--- config.mk ---
export PLATFORM = sky130hd
export DESIGN_NAME = c_comment_marker_scanner
export DESIGN_NICKNAME = d
export VERILOG_FILES = /design/src/sv/ccms_pkg.sv /design/src/sv/c_comment_marker_scanner.sv
export SDC_FILE = /design/constraint.sdc
export NUM_CORES = 1
export LEC_CHECK = 0
export BUFFER_PORTS_ARGS = -buffer_cell sky130_fd_sc_hd__buf_2
export CORE_MARGIN = 1.5
export CORE_UTILIZATION = 45
export DETAILED_ROUTE_END_ITERATION = 10
export GPL_ROUTABILITY_DRIVEN = 0
export HOLD_SLACK_MARGIN = 0.1
export PLACE_DENSITY = 0.65
export RECOVER_POWER = 25
export SYNTH_ARGS = -nofsm -noshare
export SYNTH_HDL_FRONTEND = slang
export SYNTH_SLANG_ARGS = --single-unit
--- constraint.sdc ---
create_clock -name clk -period 6.8 [get_ports clk]
set_input_delay 0.68 -clock clk [delete_from_list [all_inputs] [get_ports clk]]
set_output_delay 0.68 -clock clk [all_outputs]
set_load 0.01 [all_outputs]
--- src/sv/ccms_pkg.sv ---
package ccms_pkg;

    localparam int LINE_BITS = 24;
    localparam int LINE_NUM_BITS = 24;
    localparam int POS_BITS = 5;
    localparam int IDX_BITS = 4;

    localparam logic [7:0] CH_NL    = 8'h0a;
    localparam logic [7:0] CH_TAB   = 8'h09;
    localparam logic [7:0] CH_SPACE = 8'h20;
    localparam logic [7:0] CH_DQUOTE = 8'h22;
    localparam logic [7:0] CH_SQUOTE = 8'h27;
    localparam logic [7:0] CH_SLASH = 8'h2f;
    localparam logic [7:0] CH_STAR  = 8'h2a;
    localparam logic [7:0] CH_BSLASH = 8'h5c;

    localparam logic KIND_IGNORE = 1'b0;
    localparam logic KIND_NOLINT = 1'b1;

    typedef enum logic [8:0] {
        CTX_CODE    = 9'b000000001,
        CTX_STR     = 9'b000000010,
        CTX_STR_ESC = 9'b000000100,
        CTX_CHR     = 9'b000001000,
        CTX_CHR_ESC = 9'b000010000,
        CTX_SLASH   = 9'b000100000,
        CTX_LINE    = 9'b001000000,
        CTX_BLOCK   = 9'b010000000,
        CTX_BSTAR   = 9'b100000000
    } ctx_t;

    typedef enum logic [3:0] {
        PH_IDLE  = 4'b0001,
        PH_SKIP  = 4'b0010,
        PH_MATCH = 4'b0100,
        PH_DONE  = 4'b1000
    } phase_t;

    function automatic logic [7:0] marker_char(input logic kind, input logic [IDX_BITS-1:0] idx);
        logic [7:0] ch;
        ch = 8'h00;
        if (kind == KIND_IGNORE) begin
            case (idx)
                4'd0:    ch = "m";
                4'd1:    ch = "c";
                4'd2:    ch = ":";
                4'd3:    ch = "i";
                4'd4:    ch = "g";
                4'd5:    ch = "n";
                4'd6:    ch = "o";
                4'd7:    ch = "r";
                4'd8:    ch = "e";
                default: ch = 8'h00;
            endcase
        end
        else begin
            case (idx)
                4'd0:    ch = "N";
                4'd1:    ch = "O";
                4'd2:    ch = "L";
                4'd3:    ch = "I";
                4'd4:    ch = "N";
                4'd5:    ch = "T";
                4'd6:    ch = "(";
                4'd7:    ch = "m";
                4'd8:    ch = "a";
                4'd9:    ch = "n";
                4'd10:   ch = "c";
                4'd11:   ch = "h";
                4'd12:   ch = "e";
                4'd13:   ch = "c";
                4'd14:   ch = "k";
                default: ch = ")";
            endcase
        end
        return ch;
    endfunction

    function automatic logic [POS_BITS-1:0] marker_len(input logic kind);
        return (kind == KIND_IGNORE) ? POS_BITS'(9) : POS_BITS'(16);
    endfunction

endpackage

--- src/sv/c_comment_marker_scanner.sv ---
// Each accepted byte is held in the input register, and its result is registered on the master side.
// Throughput: one source byte per cycle while m_tready stays high; a pending
// result stalls the input register only until it is taken.
// Reset (rst_n low, asynchronous): lexer in code context, line count 1,
// no result pending. A byte with s_tlast returns the lexer to that state.
module c_comment_marker_scanner (
    input  logic        clk,
    input  logic        rst_n,
    input  logic        s_tvalid,
    output logic        s_tready,
    input  logic [7:0]  s_tdata,   // [7:0] source_byte
    input  logic        s_tlast,   // end_of_source
    output logic        m_tvalid,
    input  logic        m_tready,
    output logic [ccms_pkg::LINE_NUM_BITS-1:0] m_tdata,  // [23:0] line_number
    output logic [1:0]  m_tuser    // [0] applies_to_next, [1] marker_kind
);
    import ccms_pkg::*;

    localparam logic [LINE_BITS-1:0] LINE_MAX = '1;
    localparam logic [LINE_NUM_BITS-1:0] NUM_MAX = '1;

    logic                 in_valid_reg;
    logic [7:0]           in_byte_reg;
    logic                 in_last_reg;

    ctx_t                 ctx_reg, ctx_next;
    phase_t               phase_reg, phase_next;
    logic [LINE_BITS-1:0] line_reg, line_next;
    logic                 blank_line_reg, blank_line_next;
    logic                 slash_blank_reg, slash_blank_next;
    logic [POS_BITS-1:0]  pos_reg, pos_next;
    logic                 choice_reg, choice_next;

    logic                 m_valid_reg;
    logic [LINE_NUM_BITS-1:0] m_line_reg, m_line_next;
    logic                 m_next_reg, m_next_next;
    logic                 m_kind_reg, m_kind_next;

    logic                 advance;
    logic                 emit;
    logic [7:0]           c;
    logic                 is_blank;
    logic [POS_BITS-1:0]  pos_inc;

    assign advance  = in_valid_reg && (!m_valid_reg || m_tready);
    assign s_tready = !in_valid_reg || advance;

    assign m_tvalid = m_valid_reg;
    assign m_tdata  = m_line_reg;
    assign m_tuser  = {m_kind_reg, m_next_reg};

    assign c        = in_byte_reg;
    assign is_blank = (c == CH_SPACE) || (c == CH_TAB);
    assign pos_inc  = pos_reg + POS_BITS'(1);

    always_comb
    begin
        ctx_next         = ctx_reg;
        phase_next       = phase_reg;
        line_next        = line_reg;
        blank_line_next  = blank_line_reg;
        slash_blank_next = slash_blank_reg;
        pos_next         = pos_reg;
        choice_next      = choice_reg;
        emit             = 1'b0;
        m_kind_next      = choice_reg;
        m_next_next      = slash_blank_reg;
        if ((LINE_BITS > LINE_NUM_BITS) && (line_reg > LINE_BITS'(NUM_MAX))) begin
            m_line_next = NUM_MAX;
        end
        else begin
            m_line_next = LINE_NUM_BITS'(line_reg);
        end

        unique case (ctx_reg)
            CTX_STR:
            begin
                if (c == CH_BSLASH) ctx_next = CTX_STR_ESC;
                else if (c == CH_DQUOTE || c == CH_NL) ctx_next = CTX_CODE;
            end
            CTX_STR_ESC: ctx_next = CTX_STR;
            CTX_CHR:
            begin
                if (c == CH_BSLASH) ctx_next = CTX_CHR_ESC;
                else if (c == CH_SQUOTE || c == CH_NL) ctx_next = CTX_CODE;
            end
            CTX_CHR_ESC: ctx_next = CTX_CHR;
            CTX_LINE:
            begin
                if (c == CH_NL) begin
                    phase_next = PH_DONE;
                end
                else if (phase_reg == PH_SKIP) begin
                    if (!is_blank) begin
                        if (c == marker_char(KIND_IGNORE, '0)) begin
                            choice_next = KIND_IGNORE;
                            pos_next    = POS_BITS'(1);
                            phase_next  = PH_MATCH;
                        end
                        else if (c == marker_char(KIND_NOLINT, '0)) begin
                            choice_next = KIND_NOLINT;
                            pos_next    = POS_BITS'(1);
                            phase_next  = PH_MATCH;
                        end
                        else begin
                            phase_next = PH_DONE;
                        end
                    end
                end
                else if (phase_reg == PH_MATCH) begin
                    if (c == marker_char(choice_reg, pos_reg[IDX_BITS-1:0])) begin
                        pos_next = pos_inc;
                        if (pos_inc >= marker_len(choice_reg)) begin
                            emit       = 1'b1;
                            phase_next = PH_DONE;
                        end
                    end
                    else begin
                        phase_next = PH_DONE;
                    end
                end
            end
            CTX_BLOCK:
            begin
                if (c == CH_STAR) ctx_next = CTX_BSTAR;
            end
            CTX_BSTAR:
            begin
                if (c == CH_SLASH) ctx_next = CTX_CODE;
                else if (c != CH_STAR) ctx_next = CTX_BLOCK;
            end
            default:
            begin
                if (ctx_reg == CTX_SLASH && c == CH_SLASH) begin
                    ctx_next    = CTX_LINE;
                    phase_next  = PH_SKIP;
                    pos_next    = '0;
                    choice_next = 1'b0;
                end
                else if (ctx_reg == CTX_SLASH && c == CH_STAR) begin
                    ctx_next = CTX_BLOCK;
                end
                else if (c == CH_DQUOTE) begin
                    ctx_next = CTX_STR;
                end
                else if (c == CH_SQUOTE) begin
                    ctx_next = CTX_CHR;
                end
                else if (c == CH_SLASH) begin
                    ctx_next         = CTX_SLASH;
                    slash_blank_next = blank_line_reg;
                end
                else begin
                    ctx_next = CTX_CODE;
                end
            end
        endcase

        if (c == CH_NL) begin
            if (line_reg < LINE_MAX) line_next = line_reg + LINE_BITS'(1);
            if (ctx_next == CTX_LINE) begin
                ctx_next    = CTX_CODE;
                phase_next  = PH_IDLE;
                pos_next    = '0;
                choice_next = 1'b0;
            end
            blank_line_next = 1'b1;
        end
        else if (!is_blank) begin
            blank_line_next = 1'b0;
        end

        if (in_last_reg) begin
            ctx_next         = CTX_CODE;
            phase_next       = PH_IDLE;
            line_next        = LINE_BITS'(1);
            blank_line_next  = 1'b1;
            slash_blank_next = 1'b0;
            pos_next         = '0;
            choice_next      = 1'b0;
        end
    end

    always_ff @(posedge clk or negedge rst_n)
    begin
        if (!rst_n) begin
            in_valid_reg    <= 1'b0;
            m_valid_reg     <= 1'b0;
            ctx_reg         <= CTX_CODE;
            phase_reg       <= PH_IDLE;
            line_reg        <= LINE_BITS'(1);
            blank_line_reg  <= 1'b1;
            slash_blank_reg <= 1'b0;
            pos_reg         <= '0;
            choice_reg      <= 1'b0;
        end
        else begin
            if (s_tvalid && s_tready) begin
                in_valid_reg <= 1'b1;
            end
            else if (advance) begin
                in_valid_reg <= 1'b0;
            end

            if (advance) begin
                m_valid_reg     <= emit;
                ctx_reg         <= ctx_next;
                phase_reg       <= phase_next;
                line_reg        <= line_next;
                blank_line_reg  <= blank_line_next;
                slash_blank_reg <= slash_blank_next;
                pos_reg         <= pos_next;
                choice_reg      <= choice_next;
            end
            else if (m_tready) begin
                m_valid_reg <= 1'b0;
            end
        end
    end

    always_ff @(posedge clk)
    begin
        if (s_tvalid && s_tready) begin
            in_byte_reg <= s_tdata;
            in_last_reg <= s_tlast;
        end
        if (advance && emit) begin
            m_line_reg <= m_line_next;
            m_next_reg <= m_next_next;
            m_kind_reg <= m_kind_next;
        end
    end

endmodule

==> results of run 1 <==
power groups by stage:
| stage | Sequential, mW | Combinational, mW | Clock [mW] |
|---|---|---|---|
| floorplan | 0.550 | 0.0440 | 0 |
| global placement | 0.559 | 0.0560 | 0 |
| detailed placement | 0.560 | 0.0578 | 0 |
| CTS | 0.549 | 0.0583 | 0.365 |
| global route | 0.552 | 0.0652 | 0.384 |
| finish | 0.549 | 0.0575 | 0.355 |
Yosys cell counts, types with 10 or more instances:
cell type / instances
ha_1: 10
inv_1: 13
nand3_1: 23
edfxtp_1: 35
nand2_1: 41
o21ai_0: 24
nand4_1: 15
a21oi_1: 22
nor3_1: 15
xor2_1: 15
dfrtp_1: 43
nor4_1: 10
nor2_1: 48
worst max-delay path: cells and delay by family (launching register included):
| family | cells | cell delay [ps] |
|---|---|---|
| and+or+nand+nor | 4 | 1520 |
| AOI/OAI and AO/OA | 3 | 950 |
| DFF | 1 | 530 |
cell type report:
| type | count | area [um^2] | share of cell area |
|---|---|---|---|
| Multi-Input combinational cell | 359 | 2306 | 0.4442 |
| Sequential cell | 82 | 2232 | 0.4300 |
| Timing Repair Buffer | 45 | 236.5 | 0.04555 |
| Tap cell | 136 | 170.2 | 0.03278 |
| Clock buffer | 10 | 127.6 | 0.02458 |
| Clock inverter | 6 | 66.31 | 0.01277 |
| Inverter | 14 | 52.55 | 0.01012 |
how the worst max path moves through the flow:
stage	from	endpoint	slack, ps
floorplan	pos_reg[0]	m_kind_reg	3350
CTS	choice_reg	pos_reg[0]	3730
global placement	c[2]	line_reg[9]	3850
detailed placement	choice_reg	pos_reg[0]	3800
global route	c[2]	line_reg[13]	3400
finish	c[2]	line_reg[13]	3720
metal layers:
layer	vias to the layer above	wire (um)	track usage
met4	0	105	0.05969
li1	1838	-	-
met1	1783	4963	0.2877
met3	11	573	0.04453
met2	94	4831	0.2988
met5	-	0	0
cell families after synthesis:
logic type,synth area share
compound gates,0.1464
mux,0.01490
fa+ha+maj,0.02661
flops,0.4747
xor+xnor,0.03912
buf+inv,0.03672
simple gates,0.2616
through the flow:
step	area (um^2)	total power, mW	util
2_1_floorplan	4702	0.5936	-
6_report	5191	0.9616	0.5074
3_5_place_dp	4999	0.6176	0.4886
3_3_place_gp	4999	0.6152	0.4886
4_1_cts	5192	0.9724	0.5075
5_1_grt	5191	1.001	0.5074
==> flow_metrics.tcl, run 1 <==
set metrics [dict create \
    p_sw_mw 0.2385 \
    ir_worst_vdd_mv 0.08174 \
    yosys.area.top_type "dfrtp_1" \
    grt_pass1_wl_um 17560 \
    overflow 0 \
    synth_top_cell_area_share 0.2288 \
    criticalPathCategory "flip-flop to flip-flop" \
    switching_share 0.2480 \
    h-tree-depth 3 \
    internal_power_mw 0.7231 \
    rows 37 \
    cts_tree "built" \
    yosysSeqAreaShare 0.4747 \
    status "finished, violations left" \
    pwr-share-comb 0.060 \
    setup_viol 0 \
    clkSinkCount 82 \
    crit_chain "nor4b_2, nand4b_1, a21oi_1, o21a_2, nand2_1, or3_1, a21oi_1" \
    place_hpwl_um 7292 \
    finalCritPeriodShare 0.4528 \
    fmax_ghz 0.3248 \
    drive_above_1_share 0.1570 \
    clk_pin_slew_worst_paths_ps 80 \
    dp.cells 636 \
    seqPwrFrac 0.571 \
    relSlewSlack -0.7155 \
    r2r_start "c[2]" \
    whs_endpoint "blank_line_reg" \
    die_w_um 105.2 \
    grt_antenna_before_repair 0 \
    start_kind "flip-flop" \
    cpPeakStageDelay_ps 530 \
    r2r-end "line_reg[13]" \
    insertion_delay_ps 360 \
    antenna_cells 0 \
    hold_buffers 0 \
    hold_depth 2 \
    fp.dieH_um 105.2 \
    ys_async_sr_fraction 0.5732 \
    synth.distinct_cells 74 \
    portBuffers 40 \
    reg2reg_slack_ps 3720 \
    die-area_um2 11070 \
    violations "max-capacitance violations, max-slew violations" \
    dr_total_vias 3726 \
    drt-initial-drc-count 177 \
    fin_skew_ps 8.644 \
    yosys_register_bits 82 \
    p_per_area_nw_per_um2 185.2 \
    syn-mean-instance-area_um2 9.857 \
    fp.coreArea_um2 10230 \
    path_max_fanout 17 \
    reg2reg_depth 7 \
    finalWirelength_um 10470 \
    synth_fp_nets 500 \
    worst_slew_pin_slew_ps 2573 \
    start_util 0.4596 \
    clockBufferDepth 2 \
    hold_start "blank_line_reg" \
    viasPerCell 5.715 \
    drv_slew 48 \
    maxCapViolations 1 \
    critPathRequiredTime_ps 7080 \
    cp.arrival_ps 3360 \
    tns_ps 0 \
    cts_setup_buffers 0 \
    crit_slowest_cell "edfxtp_1" \
    worst_slack_ps 3721 \
    power.leakage_nw 2.133 \
    cts-resized-gates 0 \
    nFillCells 964 \
    syn_inst 477 \
    grt_pass1_vias 3455 \
    grt_max_degree 48 \
    hp-class "flip-flop to flip-flop" \
    hold_slack_ps 461.1 \
    track_usage 0.1990 \
    synthTopCellsByArea "dfrtp_1 (23%), edfxtp_1 (22%), nor2_1 (3.8%)" \
    period_minus_slack_ps 3079 \
    syn_area_um2 4702 \
    post-place-ws_ps 3796 \
    finalNonFillerCells 652 \
    worstSetupEndpointType "flip-flop" \
    synth_edf_count 35 \
    num-nets-final 534 \
    rsz0062_at_grt "no" \
    io_pins 41 \
    crit_top_cell "a21oi_1" \
    final_common_cell "nor2_1" \
    route.antenna.remaining_nets 0 \
    cts_buffers 9 \
    post-route-drc-count 0 \
    cts_root_buf "clkbuf_8" \
    firstDrtPassIters 5 \
    clkPwrFrac 0.369 \
    area_growth_pct 10.40 \
    ys_warn_count 0 \
    avgRoutedWirePerCell_um 16.06 \
    hold_viol_final 0 \
    final_cell_mix "nor2_1 (47), dfrtp_1 (43), nand2_1 (41)" \
    synthFlopType "dfrtp_1" \
]
Power figures use the tool's default switching activity.
==> inputs of run 2 (changes only) <==
- ABC_AREA: not set -> 1
- PLACE_DENSITY: 0.65 -> 0.67
- clock period: 6.8 -> 2.5 ns (I/O delays scaled with it)
==> run 2 against run 1 <==
  * Combinational power grew to 2.8 times the previous value
  * The run now ends clean
  * Largest cell class unchanged
  * Synthesized area increased by 2.8%
  * Total power grew to 2.8 times the previous value
  * Count of clock-buffer cells in the layout down 1
  * Non-clock buffer count rose by 28
==> flow_metrics.tcl, run 2 <==
set metrics [dict create \
    io_pins 41 \
    cpPeakStageDelay_ps 450 \
    hold_start "m_next_next" \
    crit_chain "buf_4, ha_1, inv_1, nand2_1, nand2_1, nand2_1, nand2_1, nand2_1, nand3_1, nand3_1, nor2_1, nand2_2, o21ai_2, nand2_1, o21ai_0, nand2_1, nand2_1, nand2_1" \
    r2r_start "pos_reg[0]" \
    hold_slack_ps 460.8 \
    start_util 0.4662 \
    synthTopCellsByArea "dfrtp_1 (22%), edfxtp_1 (22%), nand2_1 (13%)" \
    critPathRequiredTime_ps 2750 \
    post-place-ws_ps -18.46 \
    cp.arrival_ps 2600 \
    clockBufferDepth 2 \
    portBuffers 40 \
    hp-class "flip-flop to flip-flop" \
    criticalPathCategory "flip-flop to flip-flop" \
    dpl-instance-area_um2 5298 \
    grt_pass1_vias 4174 \
    syn_inst 619 \
    yosysSeqAreaShare 0.4617 \
    cp-startpoint "pos_reg[0]" \
    worst_slack_ps 144.8 \
    grt_pass1_wl_um 18990 \
    die-area_um2 11370 \
    hold_viol_final 0 \
    firstDrtPassIters 5 \
    synthFlopType "dfrtp_1" \
    synth.cells.most_frequent "nand2_1 (173), inv_1 (68), nor2_1 (59), dfrtp_1 (43), nand3_1 (43)" \
    p_per_area_nw_per_um2 462.3 \
    syn_area_um2 4835 \
    grt_antenna_before_repair 0 \
    ys_warn_count 0 \
    cp_num_buf_inv 2 \
    route.antenna.remaining_nets 0 \
    start_kind "flip-flop" \
    track_usage 0.2093 \
    insertion_delay_ps 360 \
    antenna_cells 0 \
    dr_total_vias 4383 \
    dp.cells 801 \
    crit_slowest_cell "dfrtp_2" \
    clkSinkCount 82 \
    critPathTopFamily "simple AND/OR/NAND/NOR gates" \
    rows 37 \
    drive_above_1_share 0.1963 \
    synth_top_cell_area_share 0.2226 \
    synth_edf_count 35 \
    final_common_cell "nand2_1" \
    drv_slew 0 \
    ys_async_sr_fraction 0.5732 \
    h-tree-depth 3 \
    power.leakage_nw 2.670 \
    finalInstanceArea_um2 5722 \
    rsz0062_at_grt "yes" \
    status "finished clean" \
    post-route-drc-count 0 \
    die_w_um 106.7 \
    relSlewSlack 0.3324 \
    tns_ps 0 \
    crit_top_cell "nand2_1" \
    clk_pin_slew_worst_paths_ps 100 \
    setup_viol 0 \
    overflow 0 \
    cts_buffers 9 \
    ir_worst_vdd_mv 0.3059 \
    worst_slew_pin_slew_ps 1001 \
    drt-initial-drc-count 290 \
    synth_fp_nets 642 \
    area_growth_pct 18.35 \
    worstSetupEndpointType "flip-flop" \
    avgRoutedWirePerCell_um 13.70 \
    finalWirelength_um 11420 \
    finalNonFillerCells 834 \
    finalCritPeriodShare 0.9421 \
    syn-mean-instance-area_um2 7.810 \
    fp.dieH_um 106.7 \
    power_mw 2.645 \
    period_minus_slack_ps 2355 \
    viasPerCell 5.255 \
    maxCapViolations 0 \
    yosys.area.top_type "dfrtp_1" \
    fin_skew_ps 15.69 \
    yosysMostFrequentCell "nand2_1" \
    cts_root_buf "clkbuf_8" \
    place_hpwl_um 8562 \
    synth.distinct_cells 45 \
    finalCoreUtilization 0.5518 \
    fmax_ghz 0.4246 \
    num-nets-final 716 \
    path_max_fanout 6 \
    final_cell_mix "nand2_1 (172), inv_1 (66), nor2_1 (56)" \
    grt_max_degree 31 \
    yosys_register_bits 82 \
    fp.coreArea_um2 10370 \
    cts_tree "built" \
]
## run 2: cell types whose count changed after synthesis, moves of 6 or more
| cell | delta |
|---|---|
| and3_1 | -6 |
| clkbuf_1 | -7 |
| inv_1 | +55 |
| inv_2 | +15 |
| mux2i_1 | -7 |
| nand2_1 | +132 |
| nand2b_1 | -7 |
| nand3_1 | +20 |
| nor2_1 | +11 |
| nor2_2 | +6 |
| nor2b_1 | -9 |
| o21ai_0 | +9 |
| xor2_1 | -8 |
## run 2: power by group
part	internal (mW)	leakage (nW)	switching (mW)	total (mW)
logic	0.0577	1.59	0.103	0.160
clock network	0.481	0.103	0.544	1.03
registers	1.43	0.977	0.0261	1.46
## run 2: timing repair
action	4_1_cts	5_1_grt
hold endpoints to repair	27	0
buffers inserted	0	5
resized for setup	1	18
pin swaps	0	3
hold buffers	12	0
endpoints found under the setup margin	2	40
## run 2: path summary, 6_finish.rpt
kind / end / slack, ps / depth (start not counted)
max: phase_reg[3] / 140 / 18
min: m_next_reg / 460 / 0
max reg2reg: phase_reg[3] / 140 / 18
min reg2reg: m_next_reg / 460 / 0
max in group asynchronous: blank_line_reg / 910 / 3
min in group asynchronous: line_reg[1] / 560 / 2
## run 2: layout make-up
cell class	instances	area, um^2
fillers	963	4648
flip-flops and latches	82	2237
inverters	87	327.8
multi-input cells	440	2277
clock inverters	7	83.83
well taps	136	170.2
clock buffers	9	123.9
repair buffers	73	501.7
## run 2: metal layers
layer  wire [um]  up-vias  global-route usage
li1            -     2190                   -
met5           0        -                   0
met3         467       15             0.03222
met2        5735      104              0.3723
met1        5064     2074              0.2608
met4         157        0             0.06571
## run 2: cell families after synthesis
logic type | synth area share
xor gates and xnor gates | 0.02174
and+or+nand+nor | 0.3124
DFF | 0.4617
buffers and inverters | 0.08023
AOI/OAI and AO/OA | 0.09809
adders and majority gates | 0.02588
